File: config.mk
export PLATFORM = sky130hd
export DESIGN_NAME = morse_beacon_keyer
export DESIGN_NICKNAME = d
export VERILOG_FILES = /design/src/rtl/core/mbk_pkg.sv /design/src/rtl/core/mbk_store.sv /design/src/rtl/core/morse_beacon_keyer.sv
export SDC_FILE = /design/constraint.sdc
export NUM_CORES = 2
export LEC_CHECK = 0
export BUFFER_PORTS_ARGS = -buffer_cell sky130_fd_sc_hd__buf_2
export CAP_MARGIN = 40
export CORE_MARGIN = 2
export CORE_UTILIZATION = 60
export CTS_BUF_LIST = sky130_fd_sc_hd__clkbuf_16
export DETAILED_ROUTE_END_ITERATION = 8
export GPL_ROUTABILITY_DRIVEN = 0
export PLACE_DENSITY_LB_ADDON = 0.08
export SLEW_MARGIN = 40
export SYNTH_ARGS = -nofsm -noshare
export SYNTH_HDL_FRONTEND = slang
export SYNTH_SLANG_ARGS = --single-unit
File: constraint.sdc
create_clock -name i_clk -period 7.35 [get_ports i_clk]
set_input_delay 0.735 -clock i_clk [delete_from_list [all_inputs] [get_ports i_clk]]
set_output_delay 0.735 -clock i_clk [all_outputs]
set_load 0.05 [all_outputs]
File: src/rtl/core/mbk_pkg.sv
package mbk_pkg;

    localparam int STORE_DEPTH = 128;
    localparam int AW          = $clog2(STORE_DEPTH);

    localparam logic [1:0] CMD_TICK  = 2'd0;
    localparam logic [1:0] CMD_WRITE = 2'd1;
    localparam logic [1:0] CMD_SOS   = 2'd2;
    localparam logic [1:0] CMD_NOP   = 2'd3;

    typedef struct packed {
        logic [1:0] command;
        logic       transmit_enable;
        logic [6:0] store_index;
        logic [7:0] char_code;
    } t_in_beat;

    typedef struct packed {
        logic       dot_lamp;
        logic       dash_lamp;
        logic       sos_lamp;
        logic       sos_active;
        logic [6:0] read_position;
    } t_out_beat;

    // Store write port.
    typedef struct packed {
        logic          en;
        logic [AW-1:0] addr;
        logic [7:0]    data;
    } t_store_wr;

    // Morse pattern: bit i set means element i is a dash.
    typedef struct packed {
        logic       known;
        logic [4:0] bits;
        logic [2:0] len;
    } t_pattern;

    function automatic t_pattern letter_pattern(input logic [4:0] idx);
        t_pattern p;
        p.known = 1'b1;
        case (idx)
            5'd0:    begin p.bits = 5'b00010; p.len = 3'd2; end // A
            5'd1:    begin p.bits = 5'b00001; p.len = 3'd4; end // B
            5'd2:    begin p.bits = 5'b00101; p.len = 3'd4; end // C
            5'd3:    begin p.bits = 5'b00001; p.len = 3'd3; end // D
            5'd4:    begin p.bits = 5'b00000; p.len = 3'd1; end // E
            5'd5:    begin p.bits = 5'b00100; p.len = 3'd4; end // F
            5'd6:    begin p.bits = 5'b00011; p.len = 3'd3; end // G
            5'd7:    begin p.bits = 5'b00000; p.len = 3'd4; end // H
            5'd8:    begin p.bits = 5'b00000; p.len = 3'd2; end // I
            5'd9:    begin p.bits = 5'b01110; p.len = 3'd4; end // J
            5'd10:   begin p.bits = 5'b00101; p.len = 3'd3; end // K
            5'd11:   begin p.bits = 5'b00010; p.len = 3'd4; end // L
            5'd12:   begin p.bits = 5'b00011; p.len = 3'd2; end // M
            5'd13:   begin p.bits = 5'b00001; p.len = 3'd2; end // N
            5'd14:   begin p.bits = 5'b00111; p.len = 3'd3; end // O
            5'd15:   begin p.bits = 5'b00110; p.len = 3'd4; end // P
            5'd16:   begin p.bits = 5'b01011; p.len = 3'd4; end // Q
            5'd17:   begin p.bits = 5'b00010; p.len = 3'd3; end // R
            5'd18:   begin p.bits = 5'b00000; p.len = 3'd3; end // S
            5'd19:   begin p.bits = 5'b00001; p.len = 3'd1; end // T
            5'd20:   begin p.bits = 5'b00100; p.len = 3'd3; end // U
            5'd21:   begin p.bits = 5'b01000; p.len = 3'd4; end // V
            5'd22:   begin p.bits = 5'b00110; p.len = 3'd3; end // W
            5'd23:   begin p.bits = 5'b01001; p.len = 3'd4; end // X
            5'd24:   begin p.bits = 5'b01101; p.len = 3'd4; end // Y
            5'd25:   begin p.bits = 5'b00011; p.len = 3'd4; end // Z
            default: begin p.bits = 5'b00000; p.len = 3'd0; p.known = 1'b0; end
        endcase
        return p;
    endfunction

    function automatic t_pattern digit_pattern(input logic [3:0] idx);
        t_pattern p;
        p.known = 1'b1;
        p.len   = 3'd5;
        case (idx)
            4'd0:    p.bits = 5'b11111;
            4'd1:    p.bits = 5'b11110;
            4'd2:    p.bits = 5'b11100;
            4'd3:    p.bits = 5'b11000;
            4'd4:    p.bits = 5'b10000;
            4'd5:    p.bits = 5'b00000;
            4'd6:    p.bits = 5'b00001;
            4'd7:    p.bits = 5'b00011;
            4'd8:    p.bits = 5'b00111;
            4'd9:    p.bits = 5'b01111;
            default: begin p.bits = 5'b00000; p.len = 3'd0; p.known = 1'b0; end
        endcase
        return p;
    endfunction

    // Upper and lower case letters and digits; anything else is unknown.
    function automatic t_pattern char_pattern(input logic [7:0] code);
        t_pattern p;
        p = '0;
        if (code inside {[8'h41:8'h5A]}) begin
            p = letter_pattern(5'(code - 8'h41));
        end else if (code inside {[8'h61:8'h7A]}) begin
            p = letter_pattern(5'(code - 8'h61));
        end else if (code inside {[8'h30:8'h39]}) begin
            p = digit_pattern(4'(code - 8'h30));
        end
        return p;
    endfunction

endpackage

File: src/rtl/core/mbk_store.sv
module mbk_store (
    input  logic                           i_clk,
    input  logic                           i_rst_n,
    input  mbk_pkg::t_store_wr             i_wr,
    input  logic [mbk_pkg::AW-1:0]         i_rd_addr_a,
    input  logic [mbk_pkg::AW-1:0]         i_rd_addr_b,
    output logic [7:0]                     o_rd_data_a,
    output logic [7:0]                     o_rd_data_b
);

    logic [7:0]                      r_mem [mbk_pkg::STORE_DEPTH];
    logic [mbk_pkg::STORE_DEPTH-1:0] r_valid;
    logic [7:0]                      r_rd_a;
    logic [7:0]                      r_rd_b;

    always_ff @(posedge i_clk) begin
        if (i_wr.en) begin
            r_mem[i_wr.addr] <= i_wr.data;
        end
    end

    // Entries never written read as zero; same-cycle writes are forwarded.
    always_ff @(posedge i_clk) begin
        if (!i_rst_n) begin
            r_valid <= '0;
            r_rd_a  <= '0;
            r_rd_b  <= '0;
        end else begin
            if (i_wr.en) begin
                r_valid[i_wr.addr] <= 1'b1;
            end
            if (i_wr.en && i_wr.addr == i_rd_addr_a) begin
                r_rd_a <= i_wr.data;
            end else if (r_valid[i_rd_addr_a]) begin
                r_rd_a <= r_mem[i_rd_addr_a];
            end else begin
                r_rd_a <= '0;
            end
            if (i_wr.en && i_wr.addr == i_rd_addr_b) begin
                r_rd_b <= i_wr.data;
            end else if (r_valid[i_rd_addr_b]) begin
                r_rd_b <= r_mem[i_rd_addr_b];
            end else begin
                r_rd_b <= '0;
            end
        end
    end

    assign o_rd_data_a = r_rd_a;
    assign o_rd_data_b = r_rd_b;

endmodule

File: src/rtl/core/morse_beacon_keyer.sv
// A result beat is registered and shown in the cycle after its input beat is taken.
// Throughput: one input beat per cycle; the input stalls only while a shown result
//   is itself stalled.
// Reset (i_rst_n low, synchronous): keyer idle, SOS off, lamps off, read
//   position 0; the message store reads as empty through per-entry valid bits.
module morse_beacon_keyer (
    input  logic              i_clk,
    input  logic              i_rst_n,
    input  logic              i_in_valid,
    output logic              o_in_stall,
    input  mbk_pkg::t_in_beat i_in_beat,
    output logic              o_out_valid,
    input  logic              i_out_stall,
    output mbk_pkg::t_out_beat o_out_beat
);

    // Keyer modes.
    localparam logic [2:0] MODE_IDLE     = 3'd0;
    localparam logic [2:0] MODE_DOT      = 3'd1;
    localparam logic [2:0] MODE_DASH     = 3'd2;
    localparam logic [2:0] MODE_ELEM_GAP = 3'd3;
    localparam logic [2:0] MODE_CHAR_GAP = 3'd4;
    localparam logic [2:0] MODE_WORD_GAP = 3'd5;

    // Lamp bits.
    localparam logic [2:0] LAMP_DOT  = 3'b001;
    localparam logic [2:0] LAMP_DASH = 3'b010;
    localparam logic [2:0] LAMP_SOS  = 3'b100;

    // Tick counts for each element and gap.
    localparam logic [2:0] DOT_TICKS  = 3'd1;
    localparam logic [2:0] DASH_TICKS = 3'd3;
    localparam logic [2:0] ELEM_TICKS = 3'd1;
    localparam logic [2:0] CHAR_TICKS = 3'd3;
    localparam logic [2:0] WORD_TICKS = 3'd6;

    // SOS blink: toggle every SOS_PERIOD ticks, end after SOS_LENGTH.
    localparam logic [2:0] SOS_PERIOD = 3'd5;
    localparam logic [6:0] SOS_LENGTH = 7'd100;

    localparam int AW = mbk_pkg::AW;

    logic [2:0]    r_mode,     n_mode;
    logic [2:0]    r_gap,      n_gap;
    logic [4:0]    r_bits,     n_bits;
    logic [2:0]    r_len,      n_len;
    logic [2:0]    r_eidx,     n_eidx;
    logic [AW-1:0] r_pos,      n_pos;
    logic          r_sos_flag, n_sos_flag;
    logic [6:0]    r_sos_cnt,  n_sos_cnt;
    logic [2:0]    r_sos_ph,   n_sos_ph;
    logic [2:0]    r_lamps,    n_lamps;
    logic          r_nxt_end;
    logic          r_out_valid;
    mbk_pkg::t_out_beat r_out_beat;

    logic               accept;
    logic               do_start;
    logic               do_finish;
    logic [7:0]         cur_char;
    logic [7:0]         nxt_char;
    logic [7:0]         bits_ext;
    logic [2:0]         eidx_inc;
    logic [6:0]         sos_cnt_inc;
    mbk_pkg::t_pattern  cur_pat;
    mbk_pkg::t_store_wr store_wr;

    // The output register parts the two sides: a new beat is taken whenever
    // the result slot is empty or being drained this cycle.
    assign accept     = i_in_valid && !o_in_stall;
    assign o_in_stall = r_out_valid && i_out_stall;

    assign store_wr.en   = accept && i_in_beat.command == mbk_pkg::CMD_WRITE
                           && int'(i_in_beat.store_index) < mbk_pkg::STORE_DEPTH;
    assign store_wr.addr = AW'(i_in_beat.store_index);
    assign store_wr.data = i_in_beat.char_code;

    // Port a reads the character at the read position, port b the one after.
    // Both are addressed by next position, so the registered data always
    // lines up with r_pos.
    mbk_store u_store (
        .i_clk       (i_clk),
        .i_rst_n     (i_rst_n),
        .i_wr        (store_wr),
        .i_rd_addr_a (n_pos),
        .i_rd_addr_b (n_pos + AW'(1)),
        .o_rd_data_a (cur_char),
        .o_rd_data_b (nxt_char)
    );

    assign cur_pat     = mbk_pkg::char_pattern(cur_char);
    assign bits_ext    = {3'b000, r_bits};
    assign eidx_inc    = r_eidx + 3'd1;
    assign sos_cnt_inc = r_sos_cnt + 7'd1;

    always_comb begin
        n_mode     = r_mode;
        n_gap      = r_gap;
        n_bits     = r_bits;
        n_len      = r_len;
        n_eidx     = r_eidx;
        n_pos      = r_pos;
        n_sos_flag = r_sos_flag;
        n_sos_cnt  = r_sos_cnt;
        n_sos_ph   = r_sos_ph;
        n_lamps    = r_lamps;
        do_start   = 1'b0;
        do_finish  = 1'b0;

        if (accept) begin
            case (i_in_beat.command)
                mbk_pkg::CMD_TICK: begin
                    if (i_in_beat.transmit_enable && r_sos_flag) begin
                        // SOS owns the tick; first tick clears dot/dash.
                        if (r_sos_cnt == 7'd0) begin
                            n_lamps = LAMP_SOS;
                        end
                        n_sos_cnt = sos_cnt_inc;
                        if (r_sos_ph == SOS_PERIOD - 3'd1) begin
                            n_sos_ph = 3'd0;
                            n_lamps  = n_lamps ^ LAMP_SOS;
                        end else begin
                            n_sos_ph = r_sos_ph + 3'd1;
                        end
                        if (sos_cnt_inc >= SOS_LENGTH) begin
                            n_sos_cnt  = 7'd0;
                            n_sos_ph   = 3'd0;
                            n_sos_flag = 1'b0;
                            n_lamps    = n_lamps & ~LAMP_SOS;
                        end
                    end else if (i_in_beat.transmit_enable) begin
                        case (r_mode)
                            MODE_IDLE: begin
                                do_start = 1'b1;
                            end
                            MODE_DOT, MODE_DASH: begin
                                if (r_gap < ((r_mode == MODE_DOT) ? DOT_TICKS
                                                                  : DASH_TICKS)) begin
                                    n_lamps = r_lamps | ((r_mode == MODE_DOT) ? LAMP_DOT
                                                                              : LAMP_DASH);
                                    n_gap   = r_gap + 3'd1;
                                end else begin
                                    n_gap  = 3'd0;
                                    n_eidx = eidx_inc;
                                    if (eidx_inc >= r_len) begin
                                        do_finish = 1'b1;
                                    end else begin
                                        n_mode = MODE_ELEM_GAP;
                                    end
                                end
                            end
                            MODE_ELEM_GAP, MODE_CHAR_GAP, MODE_WORD_GAP: begin
                                // Gaps darken the element lamps, then move on.
                                if (r_gap < ((r_mode == MODE_ELEM_GAP) ? ELEM_TICKS :
                                             (r_mode == MODE_CHAR_GAP) ? CHAR_TICKS :
                                                                         WORD_TICKS)) begin
                                    n_lamps = r_lamps & ~(LAMP_DOT | LAMP_DASH);
                                    n_gap   = r_gap + 3'd1;
                                end else begin
                                    n_gap = 3'd0;
                                    if (r_mode == MODE_ELEM_GAP) begin
                                        n_mode = bits_ext[r_eidx] ? MODE_DASH : MODE_DOT;
                                    end else if (r_mode == MODE_CHAR_GAP) begin
                                        do_start = 1'b1;
                                    end else begin
                                        n_mode = MODE_IDLE;
                                        n_pos  = '0;
                                    end
                                end
                            end
                            default: begin
                                n_mode = MODE_IDLE;
                                n_gap  = 3'd0;
                            end
                        endcase
                    end
                end
                mbk_pkg::CMD_WRITE: begin
                    // store write only
                end
                mbk_pkg::CMD_SOS: begin
                    n_sos_flag = 1'b1;
                end
                default: begin
                    // no operation
                end
            endcase
        end

        // Load the character at the read position.
        if (do_start) begin
            n_gap = 3'd0;
            if (cur_char == 8'd0) begin
                // empty message: park at the start
                n_pos  = '0;
                n_mode = MODE_IDLE;
            end else if (!cur_pat.known) begin
                do_finish = 1'b1;
            end else begin
                n_bits = cur_pat.bits;
                n_len  = cur_pat.len;
                n_eidx = 3'd0;
                n_mode = cur_pat.bits[0] ? MODE_DASH : MODE_DOT;
            end
        end

        // Character done: step on, or word gap at message or store end.
        if (do_finish) begin
            n_gap = 3'd0;
            if (r_nxt_end || nxt_char == 8'd0) begin
                n_pos  = '0;
                n_mode = MODE_WORD_GAP;
            end else begin
                n_pos  = r_pos + AW'(1);
                n_mode = MODE_CHAR_GAP;
            end
        end
    end

    always_ff @(posedge i_clk) begin
        if (!i_rst_n) begin
            r_mode      <= MODE_IDLE;
            r_gap       <= 3'd0;
            r_bits      <= 5'd0;
            r_len       <= 3'd0;
            r_eidx      <= 3'd0;
            r_pos       <= '0;
            r_sos_flag  <= 1'b0;
            r_sos_cnt   <= 7'd0;
            r_sos_ph    <= 3'd0;
            r_lamps     <= 3'd0;
            r_nxt_end   <= 1'b0;
            r_out_valid <= 1'b0;
        end else begin
            r_mode      <= n_mode;
            r_gap       <= n_gap;
            r_bits      <= n_bits;
            r_len       <= n_len;
            r_eidx      <= n_eidx;
            r_pos       <= n_pos;
            r_sos_flag  <= n_sos_flag;
            r_sos_cnt   <= n_sos_cnt;
            r_sos_ph    <= n_sos_ph;
            r_lamps     <= n_lamps;
            // The position after the last store entry counts as message end.
            r_nxt_end   <= (int'(n_pos) + 1 >= mbk_pkg::STORE_DEPTH);
            r_out_valid <= accept || (r_out_valid && i_out_stall);
        end
    end

    // Result beat: levels after this item.
    always_ff @(posedge i_clk) begin
        if (accept) begin
            r_out_beat.dot_lamp      <= n_lamps[0];
            r_out_beat.dash_lamp     <= n_lamps[1];
            r_out_beat.sos_lamp      <= n_lamps[2];
            r_out_beat.sos_active    <= n_sos_flag;
            r_out_beat.read_position <= 7'(n_pos);
        end
    end

    assign o_out_valid = r_out_valid;
    assign o_out_beat  = r_out_beat;

endmodule

# After elaboration in Yosys (flattened, before gate mapping)
# Memories as Yosys holds them, arrays and structs flattened.
# Index checks and enable logic that the tools add are counted.
[classes]
addsub = 10
magnitude_cmp = 16
eq_ne = 69
muxes = 107
bitwise = 7
n_reduce_logical = 30
[ops]
columns = ["operator", "n"]
rows = [
  ["7-bit case mux with 26 select lines", 2],
  ["128-bit bitwise OR", 1],
  ["3-bit 2-to-1 mux", 40],
  ["5-bit == test (second input constant)", 20],
  ["7-bit 2-to-1 mux", 13],
  ["5-bit by 4-bit == test with 1-bit output (second input constant)", 16],
  ["26-bit OR reduction", 2],
  ["5-bit case mux with 9 select lines", 1],
  ["5-bit by 3-bit == test with 1-bit output (second input constant)", 8],
  ["8-bit 2-to-1 mux", 4],
  ["1-bit 2-to-1 mux", 30],
  ["9-bit 2-to-1 mux", 3],
  ["7-bit by 8-bit < comparator with 1-bit output (second input constant)", 3],
  ["7-bit by 1-bit adder with 7-bit output (second input constant)", 3],
  ["5-bit by 2-bit == test with 1-bit output (second input constant)", 4],
  ["3-bit case mux with 3 select lines", 2],
  ["4-bit by 3-bit == test with 1-bit output (second input constant)", 4],
  ["8-bit by 7-bit greater-or-equal comparator with 1-bit output (second input constant)", 2],
  ["8-bit by 7-bit less-or-equal comparator with 1-bit output (second input constant)", 2],
  ["8-bit zero test", 2],
  ["1-bit binary-select mux with 7-bit select", 2],
  ["7-bit == test", 2],
  ["5-bit by 1-bit == test with 1-bit output (second input constant)", 2],
  ["1-bit logical AND", 10],
  ["other kinds (40)", 61],
]
[word_totals]
regBits = 195
mem_bits_rw = 1024
in_bits = 22
output_inout_bits = 13
elab_cells = 260
n_memories = 1
[mem_list]
columns = ["memory", "words", "width", "read_ports", "rd_clocked_by_memory_dff", "write_ports", "line", "text"]
rows = [
  ["u_store.r_mem", 128, 8, 2, 0, 1, "mbk_store.sv:11", "logic [7:0] r_mem [mbk_pkg::STORE_DEPTH];"],
]

# Longest topological paths before layout
[logic_depth]
depth_word = 18
ltp_mapped = 32
depth_no_buf = 21

# Modules after synthesis
# Synthesis repeated with hierarchy kept, for this count alone.
[unflattened]
cells_unflattened = 3392
area_unflattened_um2 = 57866.7
[modules_own_cells]
columns = ["mod", "n_inst", "cells_per_inst", "area_each_um2"]
rows = [
  ["mbk_store", 1, 2960, 54410.9],
  ["morse_beacon_keyer", 1, 432, 3455.8],
]

# Least setup slack after synthesis
# OpenSTA, ideal clock, no wires.
[synth_timing]
path_kind = "flip-flop to flip-flop"
start = "register r_mode[0]"
end = "register u_store.r_rd_b[4] (netlist: u_store.o_rd_data_b[4])"
setup_time_ns = 0.127
arrival_time_ns = 6.415
required_ns = 7.223
path_slack_ns = 0.808
stages_incl_launch_ff = 31
n_path_buf = 13
period_less_slack_ns = 6.542
cell_sequence = "dfxtp_1 clkbuf_1 nor2b_1 and2_1 ha_1 a211o_1 and3b_1 clkbuf_1 and3_1 buf_6 o2bb2ai_1 nor2_4 buf_12 buf_8 buf_2 buf_4 buf_2 inv_1 ha_1 clkbuf_1 buf_1 clkbuf_1 clkbuf_1 clkbuf_1 mux4_2 nand2_1 nand3_1 nand3_1 a21oi_1 a2111oi_0 o21ai_1"
[synth_via]
elab_chain_cells = 18
word_cells_on_any_way = 49
[synth_rtl]
columns = ["element", "line", "text"]
rows = [
  ["start, declared", "morse_beacon_keyer.sv:43", "logic [2:0] r_mode, n_mode;"],
  ["start signal, assigned", "morse_beacon_keyer.sv:235", "r_mode <= n_mode;"],
  ["3-bit == test or 3-bit by 1-bit == test with 1-bit output (tied branches)", "n/a", ""],
  ["3-bit 2-to-1 mux or 2-bit 2-to-1 mux (tied branches)", "morse_beacon_keyer.sv:155, morse_beacon_keyer.sv:137", ""],
  ["3-bit 2-to-1 mux or 3-bit by 2-bit < comparator with 1-bit output (tied branches)", "morse_beacon_keyer.sv:154, morse_beacon_keyer.sv:137", ""],
  ["3-bit < comparator or 1-bit 2-to-1 mux (tied branches)", "morse_beacon_keyer.sv:154, morse_beacon_keyer.sv:137", ""],
  ["7-bit 2-to-1 mux or 1-bit 2-to-1 mux (tied branches)", "morse_beacon_keyer.sv:154, morse_beacon_keyer.sv:132", ""],
  ["7-bit 2-to-1 mux or 1-bit 2-to-1 mux (tied branches)", "morse_beacon_keyer.sv:132, morse_beacon_keyer.sv:131", ""],
  ["7-bit 2-to-1 mux or 1-bit 2-to-1 mux (tied branches)", "morse_beacon_keyer.sv:131, morse_beacon_keyer.sv:113", ""],
  ["7-bit 2-to-1 mux or 1-bit 2-to-1 mux (tied branches)", "morse_beacon_keyer.sv:113, morse_beacon_keyer.sv:111", ""],
  ["[2 not listed]", "n/a", ""],
  ["7-bit 2-to-1 mux or 1-bit 2-to-1 mux (tied branches)", "morse_beacon_keyer.sv:193", "if (cur_char == 8'd0) begin"],
  ["7-bit 2-to-1 mux or 1-bit 2-to-1 mux (tied branches)", "morse_beacon_keyer.sv:191", "if (do_start) begin"],
  ["7-bit 2-to-1 mux *", "morse_beacon_keyer.sv:208", "if (do_finish) begin"],
  ["7-bit by 1-bit adder with 7-bit output *", "morse_beacon_keyer.sv:86", ".i_rd_addr_b (n_pos + AW'(1)),"],
  ["1-bit binary-select mux with 7-bit select", "mbk_store.sv:41", "end else if (r_valid[i_rd_addr_b]) begin"],
  ["1-bit 2-to-1 mux (implied by the code)", "mbk_store.sv:41", ""],
  ["8-bit 2-to-1 mux", "mbk_store.sv:41", ""],
  ["8-bit 2-to-1 mux *", "mbk_store.sv:39", "if (i_wr.en && i_wr.addr == i_rd_addr_b) begin"],
  ["end signal, assigned", "mbk_store.sv:40", "r_rd_b <= i_wr.data;"],
  ["end signal, assigned", "mbk_store.sv:42", "r_rd_b <= r_mem[i_rd_addr_b];"],
  ["end, declared", "mbk_store.sv:14", "logic [7:0] r_rd_b;"],
]
# Mark *: on every way between the ends. The rest lies on a longest branch, timed or not. The select of a mux whose other input is x is not followed.
# A chain may end at the register's enable or synchronous reset.

# Worst setup path in the final report
[layout_timing]
start = "register r_mode[1]"
end = "register u_store.r_rd_b[2] (netlist: u_store.o_rd_data_b[2])"
# Same word-level chain as after synthesis.

==> impl_metrics.xml <==
<?xml version="1.0" encoding="UTF-8"?>
<metrics>
  <group name="run_status">
    <metric name="status" unit="">finished, final reports clean</metric>
  </group>
  <group name="yosys">
    <metric name="yosys_most_used_dff" unit="">sky130_fd_sc_hd__edfxtp_1</metric>
    <metric name="synth.lib_cells_used.distinct" unit="">106</metric>
    <metric name="synth-async-reset-ratio" unit="%">0</metric>
    <metric name="synth_area" unit="um^2">60500</metric>
    <metric name="ys_warn_count" unit="">0</metric>
    <metric name="synth_seq_area_share" unit="%">57.4</metric>
    <metric name="synth_edf_count" unit="">1035</metric>
    <metric name="synth_fp_nets" unit="">5298</metric>
    <metric name="synth.avg_cell_area" unit="um^2">11.5</metric>
    <metric name="synth_area_leader_cell" unit="">sky130_fd_sc_hd__edfxtp_1</metric>
    <metric name="register_bit_total_from_synthesis" unit="">1219</metric>
    <metric name="synthCells" unit="">5262</metric>
    <metric name="synth_top_area_share" unit="%">51.3</metric>
    <metric name="yosys-top-cells-area" unit="">sky130_fd_sc_hd__edfxtp_1 51%, sky130_fd_sc_hd__mux4_2 10%, sky130_fd_sc_hd__nand2_1 8.1%, sky130_fd_sc_hd__dfxtp_1 6.1%, sky130_fd_sc_hd__nand3_1 5.0%</metric>
  </group>
  <group name="detailed_routing">
    <metric name="wl_met1" unit="mm">70.0</metric>
    <metric name="topRoutingLayerUsed" unit="">met5</metric>
    <metric name="drt-total-wl" unit="mm">192</metric>
    <metric name="final_antenna_net_count" unit="">0</metric>
    <metric name="num_vias" unit="">45800</metric>
    <metric name="drt_first_iter_violations" unit="">7294</metric>
    <metric name="drt_drc_violations_left" unit="">0</metric>
    <metric name="total_length_of_routed_met2_wires" unit="mm">87.8</metric>
    <metric name="first_pass_iters" unit="">9</metric>
    <metric name="post_drt_via_cell_ratio" unit="">6.99</metric>
    <metric name="routed-wl-met3" unit="mm">23.9</metric>
    <metric name="avgRoutedWirePerCell" unit="um">29.3</metric>
  </group>
  <group name="setup_path">
    <metric name="cpMaxStageDelayCell" unit="">sky130_fd_sc_hd__dfxtp_1</metric>
    <metric name="worstReg2RegEnd" unit="">u_store.o_rd_data_b[2]</metric>
    <metric name="path_class" unit="">reg2reg</metric>
    <metric name="critical_path_required" unit="ps">7990</metric>
    <metric name="cp_top_family" unit="">simple AND/OR/NAND/NOR gates</metric>
    <metric name="worstSetupStartpointType" unit="">flop</metric>
    <metric name="timing.reg2reg.setup_slack" unit="ps">770</metric>
    <metric name="timing.critical_path.to_type" unit="">flop</metric>
    <metric name="worstReg2RegStart" unit="">r_mode[1]</metric>
    <metric name="crit_fanout" unit="">53</metric>
    <metric name="crit_path_max_incr_delay" unit="ps">680</metric>
    <metric name="cell_chain_of_the_critical_path" unit="">inv_1, and2_1, ha_1, a211o_1, and3b_1, and3_1, nor4b_1, o221ai_1, o211ai_1, nand2_4, buf_12, mux4_2, mux2i_1, nor3_1, a2111oi_0, o21ai_1</metric>
    <metric name="arrival_time_at_the_worst_endpoint" unit="ps">7220</metric>
    <metric name="number_of_buffer_and_inverter_instances_along_the_worst_setup_path" unit="">2</metric>
    <metric name="timing.reg2reg.worst_path_depth" unit="">16</metric>
  </group>
  <group name="floorplan">
    <metric name="num_rows" unit="">116</metric>
    <metric name="boundaryPins" unit="">35</metric>
    <metric name="core-area" unit="um^2">100000</metric>
    <metric name="design.die.area" unit="um^2">103000</metric>
    <metric name="chipHeight" unit="um">322</metric>
    <metric name="initial_core_utilization" unit="%">60.5</metric>
    <metric name="die_width" unit="um">322</metric>
  </group>
  <group name="grt">
    <metric name="globalRouteOverflowTotal" unit="">0</metric>
    <metric name="grt_pass1_vias" unit="">43300</metric>
    <metric name="global_route_wire_length_before_repair" unit="mm">283</metric>
    <metric name="grt_start_max_net_pins" unit="">180</metric>
    <metric name="grt_antenna_before_repair" unit="">10</metric>
    <metric name="grt_util_all_layers" unit="%">37.2</metric>
  </group>
  <group name="timing">
    <metric name="finalCriticalPeriod" unit="ps">6580</metric>
    <metric name="slew-limit-headroom" unit="%">37.1</metric>
    <metric name="hold_violations" unit="">0</metric>
    <metric name="unrepaired_setup_endpoints_after_global_routing" unit="">no</metric>
    <metric name="fmaxAchievable" unit="MHz">152</metric>
    <metric name="setup_total_negative_slack" unit="ps">0</metric>
    <metric name="worstMarginPinSlew" unit="ps">935</metric>
    <metric name="final.period_utilization" unit="%">89.5</metric>
    <metric name="timing.final.setup_violations" unit="">0</metric>
    <metric name="timing_max_transition_violations_final" unit="">0</metric>
    <metric name="setup_clock_skew_after_layout" unit="ps">31.0</metric>
  </group>
  <group name="placement">
    <metric name="dpl.hpwl" unit="mm">120</metric>
    <metric name="number_of_port_buffers" unit="">34</metric>
  </group>
  <group name="cts">
    <metric name="cts-root-to-sink-buffers" unit="">3</metric>
    <metric name="clock-sinks" unit="">1219</metric>
    <metric name="post_cts.repair.setup_buffers" unit="">0</metric>
    <metric name="cts_max_level" unit="">4</metric>
    <metric name="clk_latency" unit="ps">760</metric>
    <metric name="post_cts.resized_instances" unit="">0</metric>
    <metric name="cts_hold_buf" unit="">0</metric>
    <metric name="cts.reportedPaths.clkPinSlew" unit="ps">60</metric>
    <metric name="cts_made_buffers" unit="">133</metric>
    <metric name="tritoncts" unit="">built</metric>
    <metric name="clock_tree.root_cell" unit="">sky130_fd_sc_hd__clkbuf_16</metric>
  </group>
  <group name="power_and_ir_drop">
    <metric name="cell_pwr_density" unit="nW/um^2">216</metric>
    <metric name="vdd_ir_max" unit="V">0.000233</metric>
    <metric name="p_leak" unit="nW">22.4</metric>
  </group>
  <group name="cells_and_area">
    <metric name="design.final.nets" unit="">5174</metric>
    <metric name="finalCoreUtilization" unit="%">66.3</metric>
    <metric name="layout-drive-gt1-share" unit="%">15.4</metric>
    <metric name="area.growth.synth_to_final" unit="%">9.58</metric>
  </group>
  <group name="worst_hold_path">
    <metric name="min-delay-path-class" unit="">in2reg</metric>
    <metric name="hold_path.startpoint" unit="">i_in_valid</metric>
    <metric name="holdPathStages" unit="">2</metric>
    <metric name="timing.hold.worst_endpoint" unit="">o_out_valid</metric>
  </group>
  <group name="job">
    <metric name="drv_cap" unit="">0</metric>
  </group>
</metrics>
-- layer usage --
layer	up-vias	track usage, %
met5	-	0.142
met4	8	17.5
met3	585	9.43
met2	3145	56.6
met1	22600	50.4
li1	19500	-
-- stage by stage --
stage          instance area (um^2)  power, mW  worst slack [ps]  cells  hold WS (ps)
5_1_grt                       66300       14.6               393   6541           226
3_3_place_gp                  61500       7.85               825   6293           439
6_report                      66300       14.3               770   6544           212
4_1_cts                       66200       14.3               911   6536           191
3_5_place_dp                  61900       7.86               975   6297           448
2_1_floorplan                 60500       7.72               808   5262           429
-- flip-flops by register name, summed over array words and instances (netlist names) --
register / count
o_out_beat: 11
o_out_valid: 1
r_bits: 5
r_eidx: 3
r_gap: 3
r_lamps: 3
r_len: 3
r_mode: 3
r_nxt_end: 1
r_pos: 7
r_sos_cnt: 7
r_sos_flag: 1
r_sos_ph: 3
u_store.o_rd_data_a: 8
u_store.o_rd_data_b: 8
u_store.r_mem: 1024
u_store.r_valid: 128
-- cell type report --
class	count	area, um^2
Sequential cell	1219	34800
Clock buffer	143	3580
Antenna cell	4	10.0
Tap cell	1298	1620
Multi-Input combinational cell	3604	24000
Clock inverter	96	717
Timing Repair Buffer	148	1470
Fill cell	7370	33700
Inverter	32	149
-- cell families (layout without fill, tap and decap cells) --
group	Yosys count	after routing	share of synthesized area, %
compound gates	583	583	7.49
xor+xnor	25	25	0.374
fa+ha+maj	14	14	0.289
buf+inv	439	419	3.61
flops	1219	1219	57.4
mux	365	365	12.0
other cells	0	4	0
simple gates	2617	2617	18.8
-- cells in the final DEF, fill, tap and decap left out, types with 9 or more instances in the layout --
cell / instances
sky130_fd_sc_hd__bufinv_16: 9
sky130_fd_sc_hd__mux4_2: 274
sky130_fd_sc_hd__inv_1: 56
sky130_fd_sc_hd__clkbuf_16: 143
sky130_fd_sc_hd__a311oi_1: 136
sky130_fd_sc_hd__edfxtp_1: 1035
sky130_fd_sc_hd__o21ai_0: 30
sky130_fd_sc_hd__clkinv_2: 21
sky130_fd_sc_hd__xnor2_1: 16
sky130_fd_sc_hd__nand3_1: 608
sky130_fd_sc_hd__and2_1: 10
sky130_fd_sc_hd__nand2_1: 1296
sky130_fd_sc_hd__o31ai_1: 16
sky130_fd_sc_hd__a22oi_1: 13
sky130_fd_sc_hd__a31oi_1: 19
sky130_fd_sc_hd__buf_12: 28
sky130_fd_sc_hd__nor2b_1: 10
sky130_fd_sc_hd__nor3b_1: 77
sky130_fd_sc_hd__o211ai_1: 69
sky130_fd_sc_hd__nand4_1: 30
sky130_fd_sc_hd__a21oi_1: 76
sky130_fd_sc_hd__nor4_1: 29
sky130_fd_sc_hd__and3_1: 25
sky130_fd_sc_hd__mux2i_1: 75
sky130_fd_sc_hd__nor2_1: 333
sky130_fd_sc_hd__a211oi_1: 96
sky130_fd_sc_hd__ha_1: 13
sky130_fd_sc_hd__buf_2: 26
sky130_fd_sc_hd__buf_4: 84
sky130_fd_sc_hd__dfxtp_1: 184
sky130_fd_sc_hd__nor2_2: 124
sky130_fd_sc_hd__nor3_1: 14
sky130_fd_sc_hd__o22ai_1: 9
sky130_fd_sc_hd__clkinv_1: 24
-- where the power goes --
| part | total, mW | leakage [nW] | internal [mW] | switching, mW |
|---|---|---|---|---|
| clock | 6.59 | 2.22 | 3.82 | 2.77 |
| sequential | 7.50 | 10.8 | 7.50 | 0.00457 |
| combinational | 0.221 | 9.34 | 0.0318 | 0.189 |
| total | 14.3 | 22.4 | 11.4 | 2.96 |
-- cells in the mapped netlist, drive strengths merged (8+ instances only) --
cell type / instances
ha: 14
o31ai: 19
a21o: 8
xnor2: 17
a21oi: 79
a22o: 8
nand3: 609
nor2: 459
edfxtp: 1035
nand4: 30
dfxtp: 184
inv: 30
o211ai: 69
and2: 12
xor2: 8
clkbuf: 201
nor3: 15
a31oi: 20
o22ai: 9
nor2b: 10
nand2b: 8
o221ai: 8
nand2: 1302
buf: 206
a2111oi: 8
nor3b: 78
a311oi: 136
mux4: 283
and3: 25
nor4: 32
o221a: 8
a22oi: 13
o21ai: 38
a211oi: 97
mux2i: 75
-- how the worst max path moves through the flow --
stage,start,cells after the start,end,slack [ps]
floorplan,r_mode[0],30,u_store.o_rd_data_b[4],810
global route,r_mode[1],16,u_store.o_rd_data_b[2],390
global placement,r_mode[1],16,u_store.o_rd_data_a[0],830
detailed placement,r_mode[1],16,u_store.o_rd_data_b[2],980
finish,r_mode[1],16,u_store.o_rd_data_b[2],770
CTS,r_mode[1],16,u_store.o_rd_data_b[2],910
(Power assumes the default switching activity.)
